--- config.mk ---
export PLATFORM = sky130hd
export DESIGN_NAME = wav_stream_peak_meter_core
export DESIGN_NICKNAME = d
export VERILOG_FILES = /design/src/hw/rtl/wsp_pkg.sv /design/src/hw/rtl/wav_stream_peak_meter_core.sv
export SDC_FILE = /design/constraint.sdc
export NUM_CORES = 2
export LEC_CHECK = 0
export BUFFER_PORTS_ARGS = -buffer_cell sky130_fd_sc_hd__buf_2
export CAP_MARGIN = 20
export CORE_ASPECT_RATIO = 1.4
export CORE_MARGIN = 4
export CORE_UTILIZATION = 50
export CTS_CLUSTER_DIAMETER = 40
export DETAILED_ROUTE_END_ITERATION = 6
export MAX_ROUTING_LAYER = met4
export PLACE_DENSITY = 0.76
export SLEW_MARGIN = 10
export SYNTH_ARGS = -nofsm -noshare
export SYNTH_HDL_FRONTEND = slang
export SYNTH_SLANG_ARGS = --single-unit
--- constraint.sdc ---
create_clock -name clock -period 50.3 [get_ports clock]
set_clock_uncertainty 0.05 [all_clocks]
set_input_delay 5.03 -clock clock [delete_from_list [all_inputs] [get_ports clock]]
set_output_delay 5.03 -clock clock [all_outputs]
set_load 0.02 [all_outputs]
--- src/hw/rtl/wsp_pkg.sv ---
// Shared types and codes for the WAV stream peak meter.
`timescale 1ns / 1ps
package wsp_pkg;

   localparam int MaxChannels   = 64;
   localparam int ShownChannels = 2;

   localparam logic [31:0] TAG_RIFF = 32'h4646_4952;
   localparam logic [31:0] TAG_WAVE = 32'h4556_4157;
   localparam logic [31:0] TAG_FMT  = 32'h2074_6D66;
   localparam logic [31:0] TAG_DATA = 32'h6174_6164;

   localparam logic [14:0] PEAK_CLAMP  = 15'd32767;
   localparam logic [15:0] MARK_EVERY  = 16'd20;
   localparam logic [15:0] BITS_OK     = 16'd16;
   localparam logic [7:0]  SCALE_RESET = 8'd10;

   localparam logic [1:0] KIND_WINDOW  = 2'd0;
   localparam logic [1:0] KIND_SUMMARY = 2'd1;
   localparam logic [1:0] KIND_ERROR   = 2'd2;

   localparam logic [2:0] ERR_NONE      = 3'd0;
   localparam logic [2:0] ERR_NO_RIFF   = 3'd1;
   localparam logic [2:0] ERR_NO_WAVE   = 3'd2;
   localparam logic [2:0] ERR_HEADER    = 3'd3;
   localparam logic [2:0] ERR_NO_FMT    = 3'd4;
   localparam logic [2:0] ERR_BITS      = 3'd5;
   localparam logic [2:0] ERR_CHANNELS  = 3'd6;
   localparam logic [2:0] ERR_TRUNCATED = 3'd7;

   // tdata bit positions of the result word
   localparam int RSP_DATA_W = 80;
   localparam int MARK_BIT   = 40;
   localparam int ERR_LO     = 41;

   typedef struct packed {
      logic [1:0]  kind;
      logic        channel;
      logic [14:0] peak;
      logic [7:0]  bar_length;
      logic [15:0] column;
      logic        time_mark;
      logic [2:0]  error_code;
      logic [30:0] total_frames;
      logic        last;
   } result_type;

   function automatic result_type make_result(
      input logic [1:0]  kind,
      input logic        channel,
      input logic [14:0] peak,
      input logic [7:0]  bar_scale,
      input logic [15:0] column,
      input logic        time_mark,
      input logic [2:0]  error_code,
      input logic [30:0] total_frames
   );
      result_type r;
      logic [22:0] prod;
      prod = 23'(peak) * 23'(bar_scale);
      r.kind         = kind;
      r.channel      = channel;
      r.peak         = peak;
      r.bar_length   = prod[22:15];
      r.column       = column;
      r.time_mark    = time_mark;
      r.error_code   = error_code;
      r.total_frames = total_frames;
      r.last         = 1'b0;
      return r;
   endfunction

endpackage

--- src/hw/rtl/wav_stream_peak_meter_core.sv ---
// The results of a byte show on rsp in the cycle after the byte is taken.
// One byte per cycle when rsp is not stalled; a byte that causes several results holds
// req until the last of them is being handed out through the 4-entry result buffer.
// Reset (synchronous, active high) returns the parser to expecting the RIFF tag,
// empties the result buffer and sets bar_scale to 10.
`timescale 1ns / 1ps
module wav_stream_peak_meter_core
   import wsp_pkg::*;
(
   input  logic                  clock,
   input  logic                  reset,
   input  logic                  csr_wr_en,
   input  logic [7:0]            csr_wr_data,
   input  logic                  req_tvalid,
   output logic                  req_tready,
   input  logic [7:0]            req_tdata,   // in_byte
   input  logic                  req_tlast,   // end_of_file
   output logic                  rsp_tvalid,
   input  logic                  rsp_tready,
   // channel[0], peak[15:1], bar_length[23:16], column[39:24], time_mark[40],
   // error_code[43:41], total_frames[74:44], zero fill [79:75]
   output logic [RSP_DATA_W-1:0] rsp_tdata,
   output logic [1:0]            rsp_tuser,   // kind
   output logic                  rsp_tlast    // last
);

   localparam logic [3:0] PH_RIFF     = 4'd0;
   localparam logic [3:0] PH_RSIZE    = 4'd1;
   localparam logic [3:0] PH_WAVE     = 4'd2;
   localparam logic [3:0] PH_ID       = 4'd3;
   localparam logic [3:0] PH_SZ_FMT   = 4'd4;
   localparam logic [3:0] PH_SZ_DATA  = 4'd5;
   localparam logic [3:0] PH_SZ_OTHER = 4'd6;
   localparam logic [3:0] PH_FMT      = 4'd7;
   localparam logic [3:0] PH_DATA     = 4'd8;
   localparam logic [3:0] PH_SKIP     = 4'd9;
   localparam logic [3:0] PH_PAD      = 4'd10;
   localparam logic [3:0] PH_HALT     = 4'd11;

   logic [7:0]  scale_ff;
   logic [3:0]  phase_ff, phase_in;
   logic [2:0]  bif_ff, bif_in;
   logic [31:0] word_ff, word_in;
   logic [31:0] remain_ff, remain_in;
   logic [31:0] fmt_off_ff, fmt_off_in;
   logic        fmt_seen_ff, fmt_seen_in;
   logic [15:0] chans_ff, chans_in;
   logic [15:0] bits_ff, bits_in;
   logic [31:0] rate_ff, rate_in;
   logic [5:0]  ch_idx_ff, ch_idx_in;
   logic [31:0] win_frames_ff, win_frames_in;
   logic [15:0] win_col_ff, win_col_in;
   logic [4:0]  mark_cnt_ff, mark_cnt_in;
   logic [15:0] win_peak_ff [2];
   logic [15:0] win_peak_in [2];
   logic [14:0] ovr_peak_ff [2];
   logic [14:0] ovr_peak_in [2];
   logic [30:0] frames_ff, frames_in;
   logic        odd_ff, odd_in;

   result_type  res_ff [4];
   result_type  res_in [4];
   logic [2:0]  res_n;
   logic [2:0]  cnt_ff;
   logic [1:0]  rd_ff;

   logic        fire_in, fire_out;

   assign req_tready = (cnt_ff == 3'd0) || (cnt_ff == 3'd1 && rsp_tready);
   assign fire_in    = req_tvalid && req_tready;
   assign fire_out   = rsp_tvalid && rsp_tready;

   always_comb begin
      logic [7:0]  b;
      logic [1:0]  shown;
      logic        body;
      logic        close;
      logic [15:0] v;
      logic [15:0] a;
      logic [14:0] p;
      logic [1:0]  sum_cnt;

      b        = req_tdata;
      body     = 1'b0;
      close    = 1'b0;
      p        = '0;
      sum_cnt  = '0;
      res_n    = 3'd0;
      for (int k = 0; k < 4; k++) begin
         res_in[k] = res_ff[k];
      end

      phase_in      = phase_ff;
      bif_in        = bif_ff;
      word_in       = word_ff;
      remain_in     = remain_ff;
      fmt_off_in    = fmt_off_ff;
      fmt_seen_in   = fmt_seen_ff;
      chans_in      = chans_ff;
      bits_in       = bits_ff;
      rate_in       = rate_ff;
      ch_idx_in     = ch_idx_ff;
      win_frames_in = win_frames_ff;
      win_col_in    = win_col_ff;
      mark_cnt_in   = mark_cnt_ff;
      win_peak_in   = win_peak_ff;
      ovr_peak_in   = ovr_peak_ff;
      frames_in     = frames_ff;
      odd_in        = odd_ff;

      shown = (chans_ff >= 16'd2) ? 2'd2 : chans_ff[1:0];
      v     = {b, word_ff[7:0]};
      a     = v[15] ? (16'd0 - v) : v;

      case (phase_ff)
         PH_RIFF, PH_RSIZE, PH_WAVE, PH_ID, PH_SZ_FMT, PH_SZ_DATA, PH_SZ_OTHER: begin
            word_in = {b, word_ff[31:8]};
            bif_in  = bif_ff + 3'd1;
            if (bif_ff == 3'd3) begin
               bif_in = 3'd0;
               case (phase_ff)
                  PH_RIFF: begin
                     if (word_in != TAG_RIFF) begin
                        res_in[res_n[1:0]] = make_result(KIND_ERROR, 1'b0, '0, scale_ff, '0,
                                                         1'b0, ERR_NO_RIFF, '0);
                        res_n    = res_n + 3'd1;
                        phase_in = PH_HALT;
                     end else begin
                        phase_in = PH_RSIZE;
                     end
                  end
                  PH_RSIZE: phase_in = PH_WAVE;
                  PH_WAVE: begin
                     if (word_in != TAG_WAVE) begin
                        res_in[res_n[1:0]] = make_result(KIND_ERROR, 1'b0, '0, scale_ff, '0,
                                                         1'b0, ERR_NO_WAVE, '0);
                        res_n    = res_n + 3'd1;
                        phase_in = PH_HALT;
                     end else begin
                        phase_in = PH_ID;
                     end
                  end
                  PH_ID: begin
                     if (word_in == TAG_FMT)
                        phase_in = PH_SZ_FMT;
                     else if (word_in == TAG_DATA)
                        phase_in = PH_SZ_DATA;
                     else
                        phase_in = PH_SZ_OTHER;
                  end
                  default: begin
                     // chunk size complete
                     remain_in = word_in;
                     odd_in    = word_in[0];
                     if (phase_ff == PH_SZ_FMT) begin
                        fmt_off_in = '0;
                        phase_in   = PH_FMT;
                        if (word_in == '0) begin
                           fmt_seen_in = 1'b1;
                           phase_in    = word_in[0] ? PH_PAD : PH_ID;
                        end
                     end else if (phase_ff == PH_SZ_DATA) begin
                        if (!fmt_seen_ff) begin
                           res_in[res_n[1:0]] = make_result(KIND_ERROR, 1'b0, '0, scale_ff,
                                                            '0, 1'b0, ERR_NO_FMT, '0);
                           res_n    = res_n + 3'd1;
                           phase_in = PH_HALT;
                        end else if (bits_ff != BITS_OK) begin
                           res_in[res_n[1:0]] = make_result(KIND_ERROR, 1'b0, '0, scale_ff,
                                                            '0, 1'b0, ERR_BITS, '0);
                           res_n    = res_n + 3'd1;
                           phase_in = PH_HALT;
                        end else if (chans_ff == '0 || chans_ff >= 16'(MaxChannels)) begin
                           res_in[res_n[1:0]] = make_result(KIND_ERROR, 1'b0, '0, scale_ff,
                                                            '0, 1'b0, ERR_CHANNELS, '0);
                           res_n    = res_n + 3'd1;
                           phase_in = PH_HALT;
                        end else begin
                           ch_idx_in      = '0;
                           bif_in         = '0;
                           win_frames_in  = '0;
                           win_col_in     = '0;
                           mark_cnt_in    = '0;
                           win_peak_in[0] = '0;
                           win_peak_in[1] = '0;
                           frames_in      = '0;
                           phase_in       = PH_DATA;
                           if (word_in == '0) phase_in = PH_ID;
                        end
                     end else begin
                        phase_in = PH_SKIP;
                        if (word_in == '0) phase_in = word_in[0] ? PH_PAD : PH_ID;
                     end
                  end
               endcase
            end
         end
         PH_FMT: begin
            word_in = {b, word_ff[31:8]};
            if (fmt_off_ff == 32'd3)
               chans_in = word_in[31:16];
            else if (fmt_off_ff == 32'd7)
               rate_in = word_in;
            else if (fmt_off_ff == 32'd15)
               bits_in = word_in[31:16];
            if (fmt_off_ff != '1) fmt_off_in = fmt_off_ff + 32'd1;
            body = 1'b1;
         end
         PH_DATA: begin
            if (ch_idx_ff == '0 && bif_ff == '0 && remain_ff < {15'd0, chans_ff, 1'b0}) begin
               // too short for a whole frame: skip the rest
               phase_in = PH_SKIP;
            end else if (bif_ff == '0) begin
               word_in = {24'd0, b};
               bif_in  = 3'd1;
            end else begin
               for (int i = 0; i < ShownChannels; i++) begin
                  if (ch_idx_ff == 6'(i) && win_peak_ff[i] < a) win_peak_in[i] = a;
               end
               bif_in    = '0;
               ch_idx_in = ch_idx_ff + 6'd1;
               if (16'(ch_idx_in) >= chans_ff) begin
                  ch_idx_in = '0;
                  if (frames_ff != '1) frames_in = frames_ff + 31'd1;
                  win_frames_in = win_frames_ff + 32'd1;
                  if (win_frames_in >= (rate_ff >> 1)) close = 1'b1;
               end
            end
            body = 1'b1;
         end
         PH_SKIP: body = 1'b1;
         PH_PAD:  phase_in = PH_ID;
         default: ;
      endcase

      if (close) begin
         for (int i = 0; i < ShownChannels; i++) begin
            if (2'(i) < shown) begin
               p = (win_peak_in[i] > 16'(PEAK_CLAMP)) ? PEAK_CLAMP : win_peak_in[i][14:0];
               if (ovr_peak_in[i] < p) ovr_peak_in[i] = p;
               // mark_cnt tracks column mod 20
               res_in[res_n[1:0]] = make_result(KIND_WINDOW, 1'(i), p, scale_ff, win_col_ff,
                                                mark_cnt_ff == '0, ERR_NONE, '0);
               res_n          = res_n + 3'd1;
               win_peak_in[i] = '0;
            end
         end
         win_frames_in = '0;
         if (win_col_ff != '1) begin
            win_col_in  = win_col_ff + 16'd1;
            mark_cnt_in = (mark_cnt_ff == 5'(MARK_EVERY - 16'd1)) ? '0 : mark_cnt_ff + 5'd1;
         end
      end

      if (body) begin
         if (remain_ff != '0) remain_in = remain_ff - 32'd1;
         if (remain_in == '0) begin
            if (phase_ff == PH_FMT) fmt_seen_in = 1'b1;
            phase_in = odd_ff ? PH_PAD : PH_ID;
         end
      end

      if (req_tlast) begin
         if (phase_in == PH_ID || phase_in == PH_PAD) begin
            // channel count as updated by this byte
            sum_cnt = (chans_in >= 16'd2) ? 2'd2 : (chans_in == '0) ? 2'd1 : chans_in[1:0];
            for (int i = 0; i < ShownChannels; i++) begin
               if (2'(i) < sum_cnt) begin
                  res_in[res_n[1:0]] = make_result(KIND_SUMMARY, 1'(i), ovr_peak_in[i],
                                                   scale_ff, win_col_in, 1'b0, ERR_NONE,
                                                   frames_in);
                  res_n = res_n + 3'd1;
               end
            end
         end else if (phase_in != PH_HALT) begin
            res_in[res_n[1:0]] = make_result(KIND_ERROR, 1'b0, '0, scale_ff, '0, 1'b0,
               (phase_in == PH_RIFF) ? ERR_NO_RIFF :
               (phase_in == PH_RSIZE || phase_in == PH_WAVE) ? ERR_NO_WAVE :
               (phase_in >= PH_SZ_FMT && phase_in <= PH_SZ_OTHER) ? ERR_HEADER :
               ERR_TRUNCATED, '0);
            res_n = res_n + 3'd1;
         end
         phase_in       = PH_RIFF;
         bif_in         = '0;
         word_in        = '0;
         remain_in      = '0;
         fmt_off_in     = '0;
         fmt_seen_in    = 1'b0;
         chans_in       = '0;
         bits_in        = '0;
         rate_in        = '0;
         ch_idx_in      = '0;
         win_frames_in  = '0;
         win_col_in     = '0;
         mark_cnt_in    = '0;
         win_peak_in[0] = '0;
         win_peak_in[1] = '0;
         ovr_peak_in[0] = '0;
         ovr_peak_in[1] = '0;
         frames_in      = '0;
         odd_in         = 1'b0;
      end

      if (res_n != '0) res_in[2'(res_n - 3'd1)].last = 1'b1;
   end

   always_ff @(posedge clock) begin
      if (reset) begin
         scale_ff       <= SCALE_RESET;
         phase_ff       <= PH_RIFF;
         bif_ff         <= '0;
         word_ff        <= '0;
         remain_ff      <= '0;
         fmt_off_ff     <= '0;
         fmt_seen_ff    <= 1'b0;
         chans_ff       <= '0;
         bits_ff        <= '0;
         rate_ff        <= '0;
         ch_idx_ff      <= '0;
         win_frames_ff  <= '0;
         win_col_ff     <= '0;
         mark_cnt_ff    <= '0;
         win_peak_ff[0] <= '0;
         win_peak_ff[1] <= '0;
         ovr_peak_ff[0] <= '0;
         ovr_peak_ff[1] <= '0;
         frames_ff      <= '0;
         odd_ff         <= 1'b0;
         cnt_ff         <= '0;
         rd_ff          <= '0;
      end else begin
         if (csr_wr_en) scale_ff <= csr_wr_data;
         if (fire_in) begin
            phase_ff      <= phase_in;
            bif_ff        <= bif_in;
            word_ff       <= word_in;
            remain_ff     <= remain_in;
            fmt_off_ff    <= fmt_off_in;
            fmt_seen_ff   <= fmt_seen_in;
            chans_ff      <= chans_in;
            bits_ff       <= bits_in;
            rate_ff       <= rate_in;
            ch_idx_ff     <= ch_idx_in;
            win_frames_ff <= win_frames_in;
            win_col_ff    <= win_col_in;
            mark_cnt_ff   <= mark_cnt_in;
            win_peak_ff   <= win_peak_in;
            ovr_peak_ff   <= ovr_peak_in;
            frames_ff     <= frames_in;
            odd_ff        <= odd_in;
         end
         if (fire_in && res_n != '0) begin
            cnt_ff <= res_n;
            rd_ff  <= '0;
         end else if (fire_out) begin
            cnt_ff <= cnt_ff - 3'd1;
            rd_ff  <= rd_ff + 2'd1;
         end
      end
   end

   // result buffer payload
   always_ff @(posedge clock) begin
      if (fire_in && res_n != '0) res_ff <= res_in;
   end

   assign rsp_tvalid = (cnt_ff != '0);
   assign rsp_tuser  = res_ff[rd_ff].kind;
   assign rsp_tlast  = res_ff[rd_ff].last;
   assign rsp_tdata  = {5'd0, res_ff[rd_ff].total_frames, res_ff[rd_ff].error_code,
                        res_ff[rd_ff].time_mark, res_ff[rd_ff].column,
                        res_ff[rd_ff].bar_length, res_ff[rd_ff].peak,
                        res_ff[rd_ff].channel};

endmodule

; ---- Word-level counts from Yosys, hierarchy flattened
; Index checks and enable logic that the tools add are counted.
[word_totals]
ff_bits = 646
inputBits = 22
output_inout_bits = 85
word_cells = 453
[classes]
bitwise_logic = 6
add_sub_neg = 16
magnitude_cmp = 29
n_eq_ne = 55
n_reduce_logical = 55
mux = 230
mul = 4
[op_table]
columns = op, count
row1 = 2-to-1 mux 312 bit, 12
row2 = bitwise mux 312 bit, 6
row3 = 2-to-1 mux 32 bit, 42
row4 = 2-to-1 mux 78 bit, 15
row5 = demux 78 bit (select 2 bit), 5
row6 = 2-to-1 mux 16 bit, 24
row7 = 2-to-1 mux 31 bit, 12
row8 = case mux 32 bit (2 select lines), 4
row9 = case mux 78 bit (3 select lines), 1
row10 = binary-select mux 78 bit (select 2 bit), 1
row11 = multiplier 15 x 8 -> 23 bit, 4
row12 = 2-to-1 mux 15 bit, 6
row13 = 2-to-1 mux 4 bit, 17
row14 = 2-to-1 mux 6 bit, 11
row15 = "adder 32 x 1 -> 32 bit, second input constant", 2
row16 = zero test 32 bit, 2
row17 = "!= test 32 x 31 -> 1 bit, second input constant", 2
row18 = case mux 31 bit (2 select lines), 1
row19 = 2-to-1 mux 30 bit, 2
row20 = 2-to-1 mux 5 bit, 12
row21 = 2-to-1 mux 3 bit, 19
row22 = "!= test 4 bit, second input constant", 11
row23 = "!= test 3 bit, second input constant", 12
row24 = "== test 32 x 2 -> 1 bit, second input constant", 1
row25 = 71 further kinds, 171

; ---- Longest topological paths before layout
[depth]
word_depth = 32
depth_mapped = 53
ltp_nobuf = 47

; ---- Worst setup path before layout
; OpenSTA, ideal clock, no wires.
[synth_timing]
kind = input port to flip-flop
start = in req_tdata[1]
end = reg res_ff[0] (netlist name) (enable)
required_ps = 49074
n_path_buf = 1
path_stages = 12
setup_ps = 1176
arrival_ps = 24642
setup_slack_ps = 24432
cell_sequence = clkbuf_1 > or4_1 > nand4b_1 > nor3_1 > o21ai_0 > a32oi_1 > nand3_1 > or3_1 > and2_1 > o2bb2ai_2 > xnor2_2 > a31oi_1
[synth_via]
elab_chain_cells = 21
word_cells_on_any_way = 62
cone_classes = add/sub: 4 / order compare: 3 / eq/ne: 7 / mux: 42 / reduce/logical: 6
[synth_lines]
columns = element, line_no
row1 = start: declaration, wav_stream_peak_meter_core.sv:16  ; input logic [7:0] req_tdata,
row2 = != test 32 x 31 -> 1 bit (on tied branches), "wav_stream_peak_meter_core.sv:134, wav_stream_peak_meter_core.sv:123"
row3 = 2-to-1 mux 1 bit (on tied branches), "wav_stream_peak_meter_core.sv:134, wav_stream_peak_meter_core.sv:123"
row4 = case mux 1 bit (3 select lines), wav_stream_peak_meter_core.sv:121  ; case (phase_ff)
row5 = 2-to-1 mux 1 bit, wav_stream_peak_meter_core.sv:119  ; if (bif_ff == 3'd3) begin
row6 = 2-to-1 mux 1 bit, wav_stream_peak_meter_core.sv:115  ; case (phase_ff)
row7 = adder 3 x 1 -> 3 bit, wav_stream_peak_meter_core.sv:244  ; res_n = res_n + 3'd1;
row8 = 2-to-1 mux 3 bit, wav_stream_peak_meter_core.sv:238  ; if (2'(i) < shown) begin
row9 = 2-to-1 mux 3 bit, wav_stream_peak_meter_core.sv:236  ; if (close) begin
row10 = [... 5 more ...], n/a
row11 = 2-to-1 mux 3 bit, wav_stream_peak_meter_core.sv:264  ; if (phase_in == PH_ID || phase_in == PH_PAD) begin
row12 = 2-to-1 mux 3 bit, wav_stream_peak_meter_core.sv:263  ; if (req_tlast) begin
row13 = adder 3 x 1 -> 3 bit, wav_stream_peak_meter_core.sv:272  ; res_n = res_n + 3'd1;
row14 = 2-to-1 mux 3 bit, wav_stream_peak_meter_core.sv:268  ; if (2'(i) < sum_cnt) begin
row15 = 2-to-1 mux 3 bit, wav_stream_peak_meter_core.sv:264
row16 = 2-to-1 mux 3 bit *, wav_stream_peak_meter_core.sv:263
row17 = nonzero test 3 bit *, wav_stream_peak_meter_core.sv:364  ; if (fire_in && res_n != '0) res_ff <= res_in;
row18 = logical AND 1 bit *, wav_stream_peak_meter_core.sv:364
row19 = end signal: assignment, wav_stream_peak_meter_core.sv:364
row20 = end: declaration, wav_stream_peak_meter_core.sv:61  ; result_type res_ff [4];
; Every way passes the cells marked *; elsewhere a longest branch is shown, timed or not. The select of a mux whose other input is x is not followed.
; A chain may end at the register's enable or synchronous reset.

==> impl_results.md <==
* Final setup violation count at 0
* # DRC at 0
* Mapped cell area at approximately 54000 um2
* Hold crit path type: reg2reg
* Largest area contributor in the netlist: edfxtp_1
* Worst slew margin at 0.08526
* Switching Fraction at 0.3100
* Worst-path clk slew at approximately 0.06 ns
* Row count at roughly 140
* Postcts setup bufs at 0
* Clock power share at 0.438
* Min cycle time layout at between 15 and 20 ns
* Worst Setup End Kind: register
* Share of post-route cells with drive strength above 1 at 0.09764
* PortBufs at ~100
* Grt total ovfl at 0
* Int Pwr at between 1 and 1.5 mW
* Worst reg2reg path depth at 45
* RePlAce Congestion at 1.006
* First-pass GRT wire length at 287.8 mm
* Switch Pwr at roughly 0.51 mW
* Commonest cells post-synth: nand2_1, nor2_1, inv_1
* Initial core utilization at 0.5059
* Vias in the first global route at 49.39k
* Syn Inst Count at a little over 6k
* Pin count of the biggest net entering global routing at roughly 180
* Routed Antenna Nets at 0
* Count leader, synth: nand2_1
* CTS tree: yes
* Max Buffers Root-to-Sink at 3
* Vias after detailed routing at approximately 50k
* Leak at around 24 nW
* Maxcap violations at 0
* Peak supply drop at around 0.031 mV
* Die area at 114200 um2
* Crit path largest cell delay at 0.63 ns
* Layout Utilization at 0.5550
* Cts repair resizes at 0
* Highest Clock Rate at 56.69 MHz
* Worst Max-Slew Pin Slew at roughly 1.4 ns
* Seq/Total Area, Yosys at 0.2949
* DP HPWL at around 130 mm
* Synth Area per Inst at roughly 8.8 um2
* Initial DRT Pass Iterations at 7
* Family with the most delay on the worst path: compound AO/OA/AOI/OAI gates
* GRT Overall Usage at 0.3305
* Final-report hold violation count at 0
* Worst EP required at around 51 ns
* CTS H-tree lvls at 3
* Comb pwr share at 0.185
* WS Path Type: in2reg
* Period utilization at 0.3507
* Max Slew Vio Count at 0
* Share of the synthesized area in the top cell type at 0.1723
* Setup TNS Final at 0 ns
* Drt total wl at roughly 190 mm
* EDFF count, synth at ~310
* WL/cell at 24.62 um
* Core area at 107500 um2
* Hold Path Stages at 2
* CTS root buf: clkbuf_16
* Buffers plus inverters on the worst setup path at 8
* Initial DRC Count at 6258
* Clock Latency Late Sink at between 0.7 and 0.8 ns
* Antenna violations before repair at 7
* Critical path peak fanout at 35
* Synth Flop Type: dfxtp_1
* CTS Buf Count at 96
* Synth area leaders: edfxtp_1, dfxtp_1, fa_1, ha_1, nand2_1
* Seq pwr share at 0.377
* CP startpoint kind: input pin
* Die X at 286.7 um
* Die height at between 300 and 400 um
* WP depth at 46
* DR vias/cell at roughly 6.6
* Number of placed I/O pins at approximately 110
* Num Clock Sinks at approximately 650
* Synth cell types at roughly 110
* PD cells at 27.55 nW/um2
* CP max stage cell: a2111o_1
* Async set-reset flop share out of synthesis at 0
* Yosys warning total at 0
* Number of fillers in the final layout at 9506
* RSZ-0062 raised after global routing: false
* CTS Hold Buffers Added at 0
* Outcome: finished, final reports clean
* Synthesis-to-layout area growth at 9.709%
* Final net count at 6718
* Worst EP arrival at 18.06 ns
* #FFs+latches synth at 645
state kept, by name, summed over array words and instances, names as in the netlist, 30 cells and up:
register and cells:
res_ff 312, ovr_peak_ff 30, word_ff 32, win_peak_ff 32, frames_ff 31, fmt_off_ff 32
win_frames_ff 32, remain_ff 32, rate_ff 31
metrics by stage:
stage / cells / total power, mW / hold slack (ns) / cell area, um2 / worst slack, ns
3_3_place_gp: 7430 / 0.9203 / 0.3926 / 56080 / 32.31
5_1_grt: 7621 / 1.686 / 0.4334 / 59660 / 31.81
4_1_cts: 7611 / 1.638 / 0.4162 / 59560 / 32.86
3_5_place_dp: 7432 / 0.9253 / 0.4070 / 56120 / 32.12
2_1_floorplan: 6215 / 0.8538 / 0.3852 / 54400 / 24.43
6_report: 7623 / 1.643 / 0.4178 / 59660 / 32.66
final timing paths:
path                                     endpoint         startpoint  slack [ns]
worst min register to register  win_frames_ff[31]  win_frames_ff[31]        0.42
worst min-delay path            win_frames_ff[31]  win_frames_ff[31]        0.42
worst max register to register         res_ff[57]         word_ff[0]       36.40
worst max-delay path                   res_ff[57]       req_tdata[0]       32.66
final cells by class:
| type | instances | area, um2 | share of cell area |
|---|---|---|---|
| antenna | 7 | 17.52 | 0.0002936 |
| clock buffer | 115 | 2554 | 0.04280 |
| clock inverter | 64 | 889.6 | 0.01491 |
| inverter | 471 | 1768 | 0.02963 |
| multi-input combinational | 4647 | 34980 | 0.5863 |
| sequential | 645 | 16050 | 0.2691 |
| tap | 1440 | 1802 | 0.03020 |
| timing repair buffer | 234 | 1599 | 0.02680 |
tightest hold or removal path, stage by stage (launching register included):
cell and delay (ns):
dfxtp_1 0.31, inv_1 0.07, nor3b_1 0.04
per-layer routing:
layer | vias to the layer above | track usage | wire length [um]
met5 | - | - | 0
met2 | 3148 | 0.5309 | 88150
met1 | 24221 | 0.3798 | 66650
met3 | 920 | 0.06062 | 18210
li1 | 21841 | - | -
met4 | 0 | 0.2163 | 14700
cell families (layout without fill, tap and decap cells):
group | Yosys count | after routing | share of synthesized area
adder cells (fa/ha/maj) | 601 | 601 | 0.1808
multiplexers | 241 | 241 | 0.06313
other | 1 | 12 | 0.00006896
flip-flops | 645 | 645 | 0.2949
AO/OA/AOI/OAI | 1474 | 1474 | 0.1814
XOR/XNOR | 111 | 111 | 0.01802
AND/OR/NAND/NOR | 2215 | 2215 | 0.1961
buffers and inverters | 923 | 884 | 0.06562
layout by cell type, fill, tap and decap left out, types with 25 or more instances in the layout:
cell	n
o21ai_0	237
o22ai_1	113
xnor2_1	57
mux4_2	78
and2_1	195
clkbuf_16	97
inv_1	470
mux2i_1	131
a31oi_1	40
nand2_1	719
nand2b_1	39
o2bb2ai_1	41
and3_1	62
buf_4	127
o211ai_1	54
nor2b_1	118
a21o_1	72
a22oi_1	120
nor3_1	85
nor4_1	46
fa_1	308
nor3b_1	30
nand4_1	66
a21oi_1	375
edfxtp_1	312
a22o_1	98
mux2_2	29
a211oi_1	26
xor2_1	53
dfxtp_1	323
ha_1	293
or3_1	37
buf_2	100
nor2_1	554
nand3_1	130
a221oi_1	25
power groups by stage:
stage,logic [mW],clock network [mW],registers [mW]
final,0.304,0.720,0.620
after global routing,0.320,0.745,0.622
after global placement,0.293,0,0.628
after CTS,0.298,0.721,0.618
after floorplan,0.206,0,0.648
after detailed placement,0.297,0,0.629
No activity file was read; power rests on OpenSTA's default activity.
